==> src/rtl/core/sfr_pkg.sv <==
// ----------------------------------------------------------------------------
// sfr_pkg
// Shared types and constants of the stuffed frame receiver core.
// ----------------------------------------------------------------------------
package sfr_pkg;

    localparam int BUFFER_DEPTH = 64;
    localparam int IDX_W        = $clog2(BUFFER_DEPTH);
    localparam int ADDR_W       = IDX_W + 1;
    localparam int RAM_DEPTH    = 2 ** ADDR_W;
    localparam int CNT_W        = $clog2(BUFFER_DEPTH + 1);
    localparam int HDR_LEN      = 5;

    localparam logic [7:0] MARK_START = 8'hFE;
    localparam logic [7:0] MARK_END   = 8'hFF;
    localparam logic [7:0] FLAGS_MASK = 8'h07;
    localparam logic [7:0] MSGID_MASK = 8'h1F;

    localparam logic [1:0] ST_OK    = 2'd0;
    localparam logic [1:0] ST_SHORT = 2'd1;
    localparam logic [1:0] ST_OVF   = 2'd2;

    typedef struct packed {
        logic             bank;
        logic [CNT_W-1:0] count;
        logic             ovf;
        logic [7:0]       hdr0;
        logic [7:0]       hdr1;
        logic [7:0]       hdr2;
        logic [7:0]       hdr3;
        logic [7:0]       hdr4;
    } t_job;

    typedef struct packed {
        logic              we;
        logic [ADDR_W-1:0] addr;
        logic [7:0]        data;
    } t_ram_wr;

    typedef enum logic [1:0] {
        B_IDLE,
        B_FETCH,
        B_LOAD,
        B_HOLD
    } t_back_state;

    typedef struct packed {
        logic pop;
        logic rd_en;
        logic load_data;
        logic done;
    } t_back_ctl;

endpackage

==> src/rtl/core/sfr_ram.sv <==
// ----------------------------------------------------------------------------
// sfr_ram
// Simple dual-port RAM, one write port, one registered read port.
// ----------------------------------------------------------------------------
module sfr_ram #(
    parameter int WIDTH = 8,
    parameter int DEPTH = 128
) (
    input  logic                     i_clk,
    input  logic                     i_we,
    input  logic [$clog2(DEPTH)-1:0] i_waddr,
    input  logic [WIDTH-1:0]         i_wdata,
    input  logic                     i_re,
    input  logic [$clog2(DEPTH)-1:0] i_raddr,
    output logic [WIDTH-1:0]         o_rdata
);

    logic [WIDTH-1:0] r_mem [DEPTH];
    logic [WIDTH-1:0] r_rdata;

    always_ff @(posedge i_clk) begin
        if (i_we) begin
            r_mem[i_waddr] <= i_wdata;
        end
        if (i_re) begin
            r_rdata <= r_mem[i_raddr];
        end
    end

    assign o_rdata = r_rdata;

endmodule

==> src/rtl/core/sfr_job_fifo.sv <==
// ----------------------------------------------------------------------------
// sfr_job_fifo
// Two-entry queue of completed frames between the front and back ends.
// ----------------------------------------------------------------------------
module sfr_job_fifo (
    input  logic          i_clk,
    input  logic          i_rst_n,
    input  logic          i_push,
    input  sfr_pkg::t_job i_job,
    input  logic          i_pop,
    output sfr_pkg::t_job o_job,
    output logic          o_empty,
    output logic [1:0]    o_level
);

    sfr_pkg::t_job r_mem [2];
    logic          r_wr_ptr;
    logic          r_rd_ptr;
    logic [1:0]    r_level;

    always_ff @(posedge i_clk) begin
        if (i_push) begin
            r_mem[r_wr_ptr] <= i_job;
        end
    end

    always_ff @(posedge i_clk) begin
        if (!i_rst_n) begin
            r_wr_ptr <= 1'b0;
            r_rd_ptr <= 1'b0;
            r_level  <= 2'd0;
        end else begin
            if (i_push) begin
                r_wr_ptr <= ~r_wr_ptr;
            end
            if (i_pop) begin
                r_rd_ptr <= ~r_rd_ptr;
            end
            if (i_push && !i_pop) begin
                r_level <= r_level + 2'd1;
            end else if (i_pop && !i_push) begin
                r_level <= r_level - 2'd1;
            end
        end
    end

    assign o_job   = r_mem[r_rd_ptr];
    assign o_empty = (r_level == 2'd0);
    assign o_level = r_level;

endmodule

==> src/rtl/core/sfr_front.sv <==
// ----------------------------------------------------------------------------
// sfr_front
// Marker decoder: tracks framing state, fills the packet store, queues frames.
// ----------------------------------------------------------------------------
module sfr_front (
    input  logic             i_clk,
    input  logic             i_rst_n,
    input  logic             i_rx_valid,
    input  logic [7:0]       i_rx_byte,
    input  logic             i_room,
    output logic             o_rx_ready,
    output sfr_pkg::t_ram_wr o_wr,
    output logic             o_push,
    output sfr_pkg::t_job    o_job
);

    logic                      r_start_pend;
    logic                      r_end_pend;
    logic                      r_in_pkt;
    logic [sfr_pkg::CNT_W-1:0] r_count;
    logic                      r_ovf;
    logic                      r_bank;
    logic [7:0]                r_hdr [sfr_pkg::HDR_LEN];

    logic                      n_start_pend;
    logic                      n_end_pend;
    logic                      n_in_pkt;
    logic                      accept;
    logic                      push;
    logic                      clr;
    logic                      emit;
    logic                      ip_now;
    logic [sfr_pkg::CNT_W-1:0] cnt_base;
    logic                      fits;

    assign o_rx_ready = i_room;
    assign accept     = i_rx_valid && i_room;

    always_comb begin
        push         = 1'b0;
        clr          = 1'b0;
        emit         = 1'b0;
        ip_now       = r_in_pkt;
        n_start_pend = r_start_pend;
        n_end_pend   = r_end_pend;
        n_in_pkt     = r_in_pkt;
        priority if (i_rx_byte == sfr_pkg::MARK_START) begin
            if (r_start_pend) begin
                if (r_in_pkt) begin
                    push         = 1'b1;
                    n_start_pend = 1'b0;
                end
            end else if (r_end_pend) begin
                if (r_in_pkt) begin
                    emit     = 1'b1;
                    n_in_pkt = 1'b0;
                end
            end else begin
                n_start_pend = 1'b1;
            end
            n_end_pend = 1'b0;
        end else if (i_rx_byte == sfr_pkg::MARK_END) begin
            ip_now   = r_in_pkt | r_start_pend;
            n_in_pkt = ip_now;
            if (r_end_pend) begin
                if (ip_now) begin
                    push       = 1'b1;
                    n_end_pend = 1'b0;
                end
            end else begin
                n_end_pend = 1'b1;
            end
            n_start_pend = 1'b0;
        end else begin
            if (r_start_pend) begin
                clr          = 1'b1;
                n_start_pend = 1'b0;
                ip_now       = 1'b1;
            end else if (r_end_pend) begin
                clr        = 1'b1;
                n_end_pend = 1'b0;
                ip_now     = 1'b0;
            end
            n_in_pkt = ip_now;
            push     = ip_now;
        end
    end

    assign cnt_base = clr ? '0 : r_count;
    assign fits     = (cnt_base < sfr_pkg::CNT_W'(sfr_pkg::BUFFER_DEPTH));

    assign o_wr.we   = accept && push && fits;
    assign o_wr.addr = {r_bank, cnt_base[sfr_pkg::IDX_W-1:0]};
    assign o_wr.data = i_rx_byte;

    assign o_push     = accept && emit;
    assign o_job.bank  = r_bank;
    assign o_job.count = r_count;
    assign o_job.ovf   = r_ovf;
    assign o_job.hdr0  = r_hdr[0];
    assign o_job.hdr1  = r_hdr[1];
    assign o_job.hdr2  = r_hdr[2];
    assign o_job.hdr3  = r_hdr[3];
    assign o_job.hdr4  = r_hdr[4];

    always_ff @(posedge i_clk) begin
        if (accept && push) begin
            for (int i = 0; i < sfr_pkg::HDR_LEN; i++) begin
                if (cnt_base == sfr_pkg::CNT_W'(i)) begin
                    r_hdr[i] <= i_rx_byte;
                end
            end
        end
    end

    always_ff @(posedge i_clk) begin
        if (!i_rst_n) begin
            r_start_pend <= 1'b0;
            r_end_pend   <= 1'b0;
            r_in_pkt     <= 1'b0;
            r_count      <= '0;
            r_ovf        <= 1'b0;
            r_bank       <= 1'b0;
        end else if (accept) begin
            r_start_pend <= n_start_pend;
            r_end_pend   <= n_end_pend;
            r_in_pkt     <= n_in_pkt;
            if (emit) begin
                r_count <= '0;
                r_ovf   <= 1'b0;
                r_bank  <= ~r_bank;
            end else if (push) begin
                if (fits) begin
                    r_count <= cnt_base + sfr_pkg::CNT_W'(1);
                    r_ovf   <= clr ? 1'b0 : r_ovf;
                end else begin
                    r_count <= cnt_base;
                    r_ovf   <= 1'b1;
                end
            end else if (clr) begin
                r_count <= '0;
                r_ovf   <= 1'b0;
            end
        end
    end

endmodule

==> src/rtl/core/sfr_back.sv <==
// ----------------------------------------------------------------------------
// sfr_back
// Result sequencer: splits a queued frame into its run of result transfers.
// ----------------------------------------------------------------------------
module sfr_back (
    input  logic                       i_clk,
    input  logic                       i_rst_n,
    input  logic                       i_job_empty,
    input  sfr_pkg::t_job              i_job,
    output logic                       o_pop,
    output logic                       o_rd_en,
    output logic [sfr_pkg::ADDR_W-1:0] o_rd_addr,
    input  logic [7:0]                 i_rd_data,
    output logic                       o_busy,
    output logic                       o_res_valid,
    input  logic                       i_res_ready,
    output logic [2:0]                 o_flags,
    output logic [4:0]                 o_message_id,
    output logic [7:0]                 o_target_service,
    output logic [7:0]                 o_source_service,
    output logic [7:0]                 o_packet_id,
    output logic [7:0]                 o_check_byte,
    output logic [7:0]                 o_data_byte,
    output logic                       o_data_valid,
    output logic                       o_last,
    output logic [1:0]                 o_status
);

    sfr_pkg::t_back_state      r_state;
    sfr_pkg::t_back_state      n_state;
    sfr_pkg::t_back_ctl        ctl;
    logic                      r_bank;
    logic [sfr_pkg::CNT_W-1:0] r_count;
    logic [sfr_pkg::CNT_W-1:0] r_idx;
    logic                      r_valid;
    logic [2:0]                r_flags;
    logic [4:0]                r_message_id;
    logic [7:0]                r_target_service;
    logic [7:0]                r_source_service;
    logic [7:0]                r_packet_id;
    logic [7:0]                r_check_byte;
    logic [7:0]                r_data_byte;
    logic                      r_data_valid;
    logic                      r_last;
    logic [1:0]                r_status;
    logic                      head_short;
    logic                      head_long;

    assign head_short = (i_job.count < sfr_pkg::CNT_W'(sfr_pkg::HDR_LEN));
    assign head_long  = (i_job.count > sfr_pkg::CNT_W'(sfr_pkg::HDR_LEN));

    always_comb begin
        n_state = r_state;
        unique case (r_state)
            sfr_pkg::B_IDLE: begin
                if (!i_job_empty) begin
                    n_state = head_long ? sfr_pkg::B_FETCH : sfr_pkg::B_HOLD;
                end
            end
            sfr_pkg::B_FETCH: n_state = sfr_pkg::B_LOAD;
            sfr_pkg::B_LOAD:  n_state = sfr_pkg::B_HOLD;
            sfr_pkg::B_HOLD: begin
                if (i_res_ready) begin
                    n_state = r_last ? sfr_pkg::B_IDLE : sfr_pkg::B_FETCH;
                end
            end
            default: n_state = sfr_pkg::B_IDLE;
        endcase
    end

    always_comb begin
        ctl = '0;
        unique case (r_state)
            sfr_pkg::B_IDLE:  ctl.pop       = !i_job_empty;
            sfr_pkg::B_FETCH: ctl.rd_en     = 1'b1;
            sfr_pkg::B_LOAD:  ctl.load_data = 1'b1;
            sfr_pkg::B_HOLD:  ctl.done      = i_res_ready;
            default: ctl = '0;
        endcase
    end

    assign o_pop     = ctl.pop;
    assign o_rd_en   = ctl.rd_en;
    assign o_rd_addr = {r_bank, r_idx[sfr_pkg::IDX_W-1:0]};
    assign o_busy    = (r_state != sfr_pkg::B_IDLE);

    always_ff @(posedge i_clk) begin
        if (!i_rst_n) begin
            r_state <= sfr_pkg::B_IDLE;
            r_valid <= 1'b0;
        end else begin
            r_state <= n_state;
            r_valid <= (n_state == sfr_pkg::B_HOLD);
        end
    end

    always_ff @(posedge i_clk) begin
        if (ctl.pop) begin
            r_bank  <= i_job.bank;
            r_count <= i_job.count;
            r_idx   <= sfr_pkg::CNT_W'(sfr_pkg::HDR_LEN);
            r_data_byte  <= 8'd0;
            r_data_valid <= 1'b0;
            r_last       <= 1'b1;
            if (head_short) begin
                r_flags          <= 3'd0;
                r_message_id     <= 5'd0;
                r_target_service <= 8'd0;
                r_source_service <= 8'd0;
                r_packet_id      <= 8'd0;
                r_check_byte     <= 8'd0;
                r_status         <= sfr_pkg::ST_SHORT;
            end else begin
                r_flags          <= 3'(i_job.hdr0 & sfr_pkg::FLAGS_MASK);
                r_message_id     <= 5'(i_job.hdr0 & sfr_pkg::MSGID_MASK);
                r_target_service <= i_job.hdr1;
                r_source_service <= i_job.hdr2;
                r_packet_id      <= i_job.hdr3;
                r_check_byte     <= i_job.hdr4;
                r_status         <= i_job.ovf ? sfr_pkg::ST_OVF : sfr_pkg::ST_OK;
            end
        end
        if (ctl.load_data) begin
            r_data_byte  <= i_rd_data;
            r_data_valid <= 1'b1;
            r_last       <= (r_idx + sfr_pkg::CNT_W'(1) == r_count);
        end
        if (ctl.done && !r_last) begin
            r_idx <= r_idx + sfr_pkg::CNT_W'(1);
        end
    end

    assign o_res_valid      = r_valid;
    assign o_flags          = r_flags;
    assign o_message_id     = r_message_id;
    assign o_target_service = r_target_service;
    assign o_source_service = r_source_service;
    assign o_packet_id      = r_packet_id;
    assign o_check_byte     = r_check_byte;
    assign o_data_byte      = r_data_byte;
    assign o_data_valid     = r_data_valid;
    assign o_last           = r_last;
    assign o_status         = r_status;

endmodule

==> src/rtl/core/stuffed_frame_receiver_core.sv <==
// Result path: a frame-ending byte queues its frame; the sequencer pops it into HOLD
// for a header-only or short frame, or via FETCH and LOAD when it carries data.
// Throughput: one byte per cycle while fewer than two frames are queued or in the
// result sequencer; each data result is read from the single packet-store read port.
// Reset: synchronous, active low; clears framing flags, counts and queues, not the store.
// ----------------------------------------------------------------------------
// stuffed_frame_receiver_core
// Byte-stuffed frame receiver: marker decoder, frame queue, result sequencer.
// ----------------------------------------------------------------------------
module stuffed_frame_receiver_core (
    input  logic       i_clk,
    input  logic       i_rst_n,
    input  logic       i_rx_valid,
    output logic       o_rx_ready,
    input  logic [7:0] i_rx_byte,
    output logic       o_res_valid,
    input  logic       i_res_ready,
    output logic [2:0] o_flags,
    output logic [4:0] o_message_id,
    output logic [7:0] o_target_service,
    output logic [7:0] o_source_service,
    output logic [7:0] o_packet_id,
    output logic [7:0] o_check_byte,
    output logic [7:0] o_data_byte,
    output logic       o_data_valid,
    output logic       o_last,
    output logic [1:0] o_status
);

    sfr_pkg::t_ram_wr           wr;
    sfr_pkg::t_job              push_job;
    sfr_pkg::t_job              head_job;
    logic                       push;
    logic                       pop;
    logic                       empty;
    logic [1:0]                 level;
    logic                       busy;
    logic                       room;
    logic                       rd_en;
    logic [sfr_pkg::ADDR_W-1:0] rd_addr;
    logic [7:0]                 rd_data;

    // hold input while both store banks are owned by queued or active frames
    assign room = (level == 2'd0) || ((level == 2'd1) && !busy);

    sfr_front u_front (
        .i_clk      (i_clk),
        .i_rst_n    (i_rst_n),
        .i_rx_valid (i_rx_valid),
        .i_rx_byte  (i_rx_byte),
        .i_room     (room),
        .o_rx_ready (o_rx_ready),
        .o_wr       (wr),
        .o_push     (push),
        .o_job      (push_job)
    );

    sfr_ram #(
        .WIDTH (8),
        .DEPTH (sfr_pkg::RAM_DEPTH)
    ) u_store (
        .i_clk   (i_clk),
        .i_we    (wr.we),
        .i_waddr (wr.addr),
        .i_wdata (wr.data),
        .i_re    (rd_en),
        .i_raddr (rd_addr),
        .o_rdata (rd_data)
    );

    sfr_job_fifo u_fifo (
        .i_clk   (i_clk),
        .i_rst_n (i_rst_n),
        .i_push  (push),
        .i_job   (push_job),
        .i_pop   (pop),
        .o_job   (head_job),
        .o_empty (empty),
        .o_level (level)
    );

    sfr_back u_back (
        .i_clk            (i_clk),
        .i_rst_n          (i_rst_n),
        .i_job_empty      (empty),
        .i_job            (head_job),
        .o_pop            (pop),
        .o_rd_en          (rd_en),
        .o_rd_addr        (rd_addr),
        .i_rd_data        (rd_data),
        .o_busy           (busy),
        .o_res_valid      (o_res_valid),
        .i_res_ready      (i_res_ready),
        .o_flags          (o_flags),
        .o_message_id     (o_message_id),
        .o_target_service (o_target_service),
        .o_source_service (o_source_service),
        .o_packet_id      (o_packet_id),
        .o_check_byte     (o_check_byte),
        .o_data_byte      (o_data_byte),
        .o_data_valid     (o_data_valid),
        .o_last           (o_last),
        .o_status         (o_status)
    );

`ifndef SYNTH
    a_push_room : assert property (@(posedge i_clk) disable iff (!i_rst_n)
        push |-> (level != 2'd2))
        else $error("frame queued with no free slot");

    a_pop_nonempty : assert property (@(posedge i_clk) disable iff (!i_rst_n)
        pop |-> !empty)
        else $error("frame taken from empty queue");

    a_short_single : assert property (@(posedge i_clk) disable iff (!i_rst_n)
        (o_res_valid && (o_status == sfr_pkg::ST_SHORT)) |-> (o_last && !o_data_valid))
        else $error("short frame result not a lone empty transfer");

    a_bank_free : assert property (@(posedge i_clk) disable iff (!i_rst_n)
        (wr.we && busy) |-> (wr.addr[sfr_pkg::ADDR_W-1] != rd_addr[sfr_pkg::ADDR_W-1]))
        else $error("store bank written while being read");
`endif

endmodule

==> config.mk <==
export PLATFORM = sky130hd
export DESIGN_NAME = stuffed_frame_receiver_core
export DESIGN_NICKNAME = d
export VERILOG_FILES = /design/src/rtl/core/sfr_pkg.sv /design/src/rtl/core/sfr_ram.sv /design/src/rtl/core/sfr_job_fifo.sv /design/src/rtl/core/sfr_front.sv /design/src/rtl/core/sfr_back.sv /design/src/rtl/core/stuffed_frame_receiver_core.sv
export SDC_FILE = /design/constraint.sdc
export NUM_CORES = 1
export LEC_CHECK = 0
export ABC_AREA = 0
export BUFFER_PORTS_ARGS = -buffer_cell sky130_fd_sc_hd__buf_2
export CORE_MARGIN = 2
export CORE_UTILIZATION = 25
export DETAILED_ROUTE_END_ITERATION = 8
export GPL_ROUTABILITY_DRIVEN = 0
export PLACE_DENSITY = 0.38
export SYNTH_ARGS = -nofsm -noshare
export SYNTH_HDL_FRONTEND = slang
export SYNTH_SLANG_ARGS = --single-unit
==> constraint.sdc <==
create_clock -name i_clk -period 6.9 [get_ports i_clk]
set_input_delay 1.38 -clock i_clk [delete_from_list [all_inputs] [get_ports i_clk]]
set_output_delay 1.38 -clock i_clk [all_outputs]
set_load 0.1 [all_outputs]
* Word level (Yosys, flattened, before mapping) *
Memory sizes are Yosys's and may differ from the RTL's. A register that Yosys moved wholly into a read port is not among the register bits.
Index checks and enable logic that the tools add are counted.

storage, ports and cells
  bits in registers = 86
  bits in writable memories = 1,162
  input bits = 12
  output and inout bits = 54
  word-level logic and storage cells = 166
  memories = 3

operators by class
  add/subtract/negate cells = 4
  $lt $le $gt $ge = 3
  eq/ne operators = 14
  mux-type cells = 86
  bitwise operators = 4
  reduce and logical (&&, ||, !) cells = 28

memory list
  name           words  width  read ports  clocked after memory_dff  write ports  RTL line            RTL
  u_store.r_mem  128    8      1           1                         1            sfr_ram.sv:18       logic [WIDTH-1:0] r_mem [DEPTH];
  u_fifo.r_mem   2      49     1           1                         1            sfr_job_fifo.sv:16  sfr_pkg::t_job r_mem [2];
  u_front.r_hdr  5      8      5           0                         1            sfr_front.sv:23     logic [7:0] r_hdr [sfr_pkg::HDR_LEN];

operators with widths
  kind                                                                             number
  1-bit two-way mux                                                                63
  8-bit two-way mux                                                                6
  7-bit two-way mux                                                                6
  8-bit OR reduction                                                               4
  8-bit == test, second input constant                                             2
  7-bit by 1-bit adder with 7-bit output, second input constant                    2
  7-bit by 2-bit == test with 1-bit output, second input constant                  2
  2-bit two-way mux                                                                6
  3-bit two-way mux                                                                4
  1-bit logical AND                                                                8
  2-bit one-hot mux with 4 select lines                                            1
  2-bit nonzero test                                                               4
  7-bit by 1-bit == test with 1-bit output, second input constant                  1
  7-bit by 3-bit == test with 1-bit output, second input constant                  1
  7-bit == test                                                                    1
  7-bit by 3-bit greater-than comparator with 1-bit output, second input constant  1
  7-bit logical NOT                                                                1
  7-bit by 3-bit less-than comparator with 1-bit output, second input constant     1
  7-bit less-than comparator, second input constant                                1
  2-bit == test, second input constant                                             3
  2-bit AND reduction                                                              3
  1-bit logical NOT                                                                5
  2-bit by 1-bit == test with 1-bit output, second input constant                  2
  2-bit logical NOT                                                                2
  other kinds (7)                                                                  9

* Logic depth before layout (Yosys ltp) *
  depth in word-level cells = 14
  gate-level depth with buffers = 10
  depth with buffers taken out = 10

* Hierarchy *
A second synthesis with hierarchy kept.

unflattened totals
  cell total of the unflattened synthesis = 2,169
  area, all modules = 48,569.1 um^2

modules (own cells, without submodules)
  module                       instances  cells an instance  area an instance (um^2)  seq. area each (um^2)
  sfr_ram                      1          1,635              39,745.6                 30,989.7
  sfr_job_fifo                 1          173                3,776.1                  3,042.9
  sfr_back                     1          183                2,715.1                  1,971.9
  sfr_front                    1          177                2,323.5                  1,441.4
  stuffed_frame_receiver_core  1          1                  8.8                      0.0

* Worst setup path after synthesis *
OpenSTA, ideal clock, no wires.

  path type = input -> register
  from = in i_rx_byte[6]
  to = mem u_fifo.r_mem[0][0] in the netlist's numbering, enable pin
  library setup time = 0.451 ns
  arrival = 3.998 ns
  required time = 6.449 ns
  path slack = 2.451 ns
  stages on the path = 4
  path buffers = 0
  cells stage by stage = nand4_4 -> nor3_1 -> nand2_1 -> nor2_1

between the ends
  longest elaborated chain between the ends = 5

RTL lines
  element                                  RTL line                           RTL
  from (decl)                              stuffed_frame_receiver_core.sv:15  input logic [7:0] i_rx_byte,
  8-bit == test                            sfr_front.sv:47                    priority if (i_rx_byte == sfr_pkg::MARK_START) begin
  1-bit two-way mux                        sfr_front.sv:47
  1-bit logical AND                        sfr_front.sv:96                    assign o_push = accept && emit;
  1-bit two-way mux                        sfr_job_fifo.sv:22                 if (i_push) begin
  1-bit two-way mux (implied by the code)  sfr_job_fifo.sv:23                 r_mem[r_wr_ptr] <= i_job;
  to (decl)                                sfr_job_fifo.sv:16

No other way between the ends.

* Final worst setup path *
  from = in i_rx_byte[7]
  to = mem u_store.r_mem[616][5], in the netlist u_store.r_mem[77][5], enable pin

between the ends
  longest elaborated chain between the ends = 8
  elaborated cells on any way between the ends = 12
  those cells by class = order compare: 1; eq/ne: 2; mux: 7; reduce/logical: 2

RTL lines
  element                                  RTL line         RTL
  8-bit == test                            sfr_front.sv:62  end else if (i_rx_byte == sfr_pkg::MARK_END) begin
  1-bit two-way mux                        sfr_front.sv:62
  1-bit two-way mux                        sfr_front.sv:47
  7-bit two-way mux                        sfr_front.sv:89  assign cnt_base = clr ? '0 : r_count;
  7-bit less-than comparator               sfr_front.sv:90  assign fits = (cnt_base < sfr_pkg::CNT_W'(sfr_pkg::BUFFER_DEPTH));
  1-bit logical AND                        sfr_front.sv:92  assign o_wr.we = accept && push && fits;
  1-bit two-way mux                        sfr_ram.sv:22    if (i_we) begin
  1-bit two-way mux (implied by the code)  sfr_ram.sv:23    r_mem[i_waddr] <= i_wdata;
  to (decl)                                sfr_ram.sv:18

Parallel ways exist; a longest one is shown, timed or not.

==> summary.md <==
| Metric | Value |
|---|---|
| Total number of vias | about 24000 |
| Sequential cell area | 37200 sq um |
| # port buffers | 65 |
| Overall routing resource usage | between 10% and 20% |
| Syn. warnings | 0 |
| Number of remaining DRC errors | 0 |
| Commonest non-fill, non-tap cell in the layout | edfxtp_1 |
| Clk pwr share | roughly 38% |
| Initial core utilization | 25.2% |
| WHS | 0.441 ns |
| Syn Inst Count | approximately 2500 |
| Peak supply drop | around 0.23 mV |
| Post-CTS Setup Inserts | 0 |
| Detail Route Antenna Nets | 0 |
| Final Hold Viols | 0 |
| Synthesized net count | roughly 2500 |
| Compound-Gate Fraction of Synth Area | under 10% |
| DIE AREA | around 200000 sq um |
| CORE AREA | around 190000 sq um |
| Fraction of layout cells with a size suffix above 1 | 20.3% |
| HP Class | flip-flop to flip-flop |
| Async set-reset flop share out of synthesis | 0% |
| Cell chain of the critical path | buf_4 -> nand4_4 -> o22ai_2 -> nand2_1 -> nor2_1 -> buf_4 -> nand2_1 -> nor2_1 |
| Psw | about 0.0057 W |
| Clk slew on worst S/H paths | 0.05 ns |
| Area share of and/or/nand/nor cells after synthesis | ~3.9% |
| Number of global-route vias before repair | approximately 25000 |
| Die Ht | 443 microns |
| CP Data Required Time | approximately 7.3 ns |
| CTS tree | yes |
| Top cells by area, synth | edfxtp_1 76%, mux4_2 9.0%, mux2i_1 4.1% |
| Total power | 0.0192 W |
| Highest-count cells in the layout ignoring fill and taps | 1224 x edfxtp_1, 215 x nor2_1, 198 x mux2i_1, 192 x mux4_2, 137 x clkbuf_16 |
| DRT iter0 DRCs | about 2500 |
| Predominant post-synthesis flop cell | edfxtp_1 |
| Tmin final | ~4.5 ns |
| Area share of the largest cell type after synthesis | approximately 76% |
| H-tree levels | 4 |
| Post-Synth XOR/XNOR Area | less than 1% |
| Max stage delay on crit path | 0.69 ns |
| WL/cell | roughly 27 microns |
| Worst setup EP type | flip-flop |
| Post-cts resize count | 0 |
| WP data arrival | approximately 4.9 ns |
| CP max FO | 37 |
| Final HPWL DP | approximately 87000 microns |
| Count of pins over their slew limit | 0 |
| Post-synthesis register bit count | between 1000 and 1500 |
| Yosys top cell by area | edfxtp_1 |
| Root Buffer | clkbuf_16 |
| P&R area growth vs syn | 16.2% |
| Run status | finished clean |
| Clk buf depth | 3 |
| Clock skew | 0.0260 ns |
| Hold Path Depth | 0 |
| Main combinational cell family by area after synthesis | multiplexers |
| Achievable Freq | 220 MHz |
| Vias per std cell | between 4 and 5 |
| Clk_lat worst skew | 0.78 ns |
| Sequential power share | 45.0% |
| Die X | 443 microns |
| # rows | 160 |
| Overflow after GRT | 0 |
| Maxcap violations | 0 |
| Mapped Area | 48100 sq um |
| CTS Hold Bufs | 0 |
| Worst reg2reg path depth | 7 |
| Largest net degree at the start of global routing | approximately 130 |
| Netlist cell types | 64 |
| Cell Pwr Density | between 300 and 400 nW/um^2 |
| Initial antenna violation count | 9 |
| Multiplexer area fraction after synthesis | between 10% and 20% |
| Worst slew pin tran | 1.38 ns |
| NumNets Final | roughly 2600 |
| CP Launch Type | primary input |
| Post-synth EDFFs | about 1200 |
| P_int | between 0.01 and 0.015 W |
| First-pass GRT wire length | slightly below 200000 microns |
| CP max-delay cell | o22ai_2 |
| Synthesized-area fraction occupied by adder cells | less than 1% |
| Slew HR | 7.09% |
| Final wirelength | ~140000 microns |
| Leakage power | between 15 and 20 nW |
| RSZ-0062 raised after global routing | false |
| Crit Path Class | primary input to flip-flop |
| Num CTS Buffers | 136 |
| First drt pass iteration count | 6 |
| Fillers | around 19000 |
| CTS sink count | between 1000 and 1500 |
| Period Utilization, post-route | 65.8% |
| Switching share of power | 29.6% |
| Synthesized area per cell | around 19 sq um |
| Multi-input gate area | 10200 sq um |
| IO Count | 66 |
| Setup TNS | 0 ns |
| Final setup viols | 0 |
| Combinational share of power | between 10% and 20% |
| Sequential element share of the synthesized area | 77.3% |
-- routing by layer --
metal  up-vias  track usage, %  routed length [microns]
met5         -               0                        0
met4         0            3.51                     2830
met3       170            2.56                     7020
met2       787            22.4                    65600
met1     12800            19.5                    63700
li1      10200               -                        -
-- power by group through the flow --
| stage | logic [W] | registers (W) | clock network, W |
|---|---|---|---|
| after detailed placement | 0.00337 | 0.00884 | 0 |
| final | 0.00333 | 0.00866 | 0.00725 |
| after floorplan | 0.00136 | 0.00963 | 0 |
| after CTS | 0.00337 | 0.00868 | 0.00744 |
| after global placement | 0.00336 | 0.00884 | 0 |
| after global routing | 0.00349 | 0.00868 | 0.00772 |
-- per-stage QoR --
step | instance area [sq um] | worst slack, ns | instances | util [%]
3_5_place_dp | 51400 | 1.53 | 4964 | 27.0
4_1_cts | 55800 | 2.30 | 5206 | 29.3
3_3_place_gp | 51400 | 1.55 | 4964 | 27.0
5_1_grt | 55800 | 2.10 | 5208 | 29.3
6_report | 55800 | 2.36 | 5212 | 29.3
2_1_floorplan | 48100 | 2.45 | 2467 | -
-- logic make-up after synthesis --
logic type / Yosys count
AOI/OAI and AO/OA: 251
and+or+nand+nor: 399
adders and majority gates: 7
buffers and inverters: 149
muxes: 400
DFF: 1245
xor gates and xnor gates: 16
-- synth_stat cells (3+ instances only) --
cell	n
edfxtp_1	1224
nor2_1	218
mux2i_1	198
mux4_2	192
a22oi_1	73
a21oi_1	71
clkbuf_1	60
o22ai_1	49
nand2_1	43
buf_2	38
buf_4	27
nor3_1	25
dfxtp_1	21
and2_1	19
nand3_1	18
nor2b_1	16
nor4_1	16
buf_1	13
o21ai_0	13
mux2_2	10
xnor2_1	10
a211oi_1	8
inv_1	8
nand4_1	8
o32ai_1	8
ha_1	7
nand2b_1	6
or2_2	6
xor2_1	6
o21a_1	5
o21ai_1	5
a21boi_0	4
or3_1	3
-- final cells by class --
class | instances | area share (%)
Tap cell | 2511 | 5.63
Timing Repair Buffer | 127 | 1.54
Antenna cell | 5 | 0.0224
Inverter | 9 | 0.0605
Clock buffer | 171 | 6.37
Clock inverter | 71 | 1.54
Multi-Input combinational cell | 1073 | 18.3
Sequential cell | 1245 | 66.6
-- state kept, by name (all words and copies together), names as in the netlist, 2 cells and up, named ones only --
| signal | count |
|---|---|
| u_back.o_target_service | 8 |
| u_store.r_mem | 1024 |
| u_front.r_count | 7 |
| u_back.o_packet_id | 8 |
| u_back.o_data_byte | 8 |
| u_store.o_rdata | 8 |
| u_back.o_flags | 2 |
| u_back.o_source_service | 8 |
| u_back.o_message_id | 3 |
| u_back.r_count | 7 |
| u_back.r_state | 2 |
| u_back.o_check_byte | 8 |
| u_fifo.o_level | 2 |
| u_back.r_idx | 7 |
| u_back.o_status | 2 |
| u_fifo.r_mem | 92 |
| u_front.r_hdr | 37 |
-- final timing paths --
kind / slack [ns] / endpoint / start
max: 2.36 / u_store.r_mem[77][5] / i_rx_byte[7]
min: 0.44 / u_fifo.r_mem[0][16] / u_front.r_hdr[0][16]
max reg2reg: 2.48 / u_store.o_rdata[4] / u_back.r_idx[2]
min reg2reg: 0.44 / u_fifo.r_mem[0][16] / u_front.r_hdr[0][16]
-- worst max-delay path, delay by kind of cell --
| family | cells | cell delay (ns) |
|---|---|---|
| compound gates | 1 | 0.69 |
| simple gates | 5 | 2.08 |
| buf+inv | 2 | 0.70 |
Note: power is estimated with default switching activity, not from simulation.
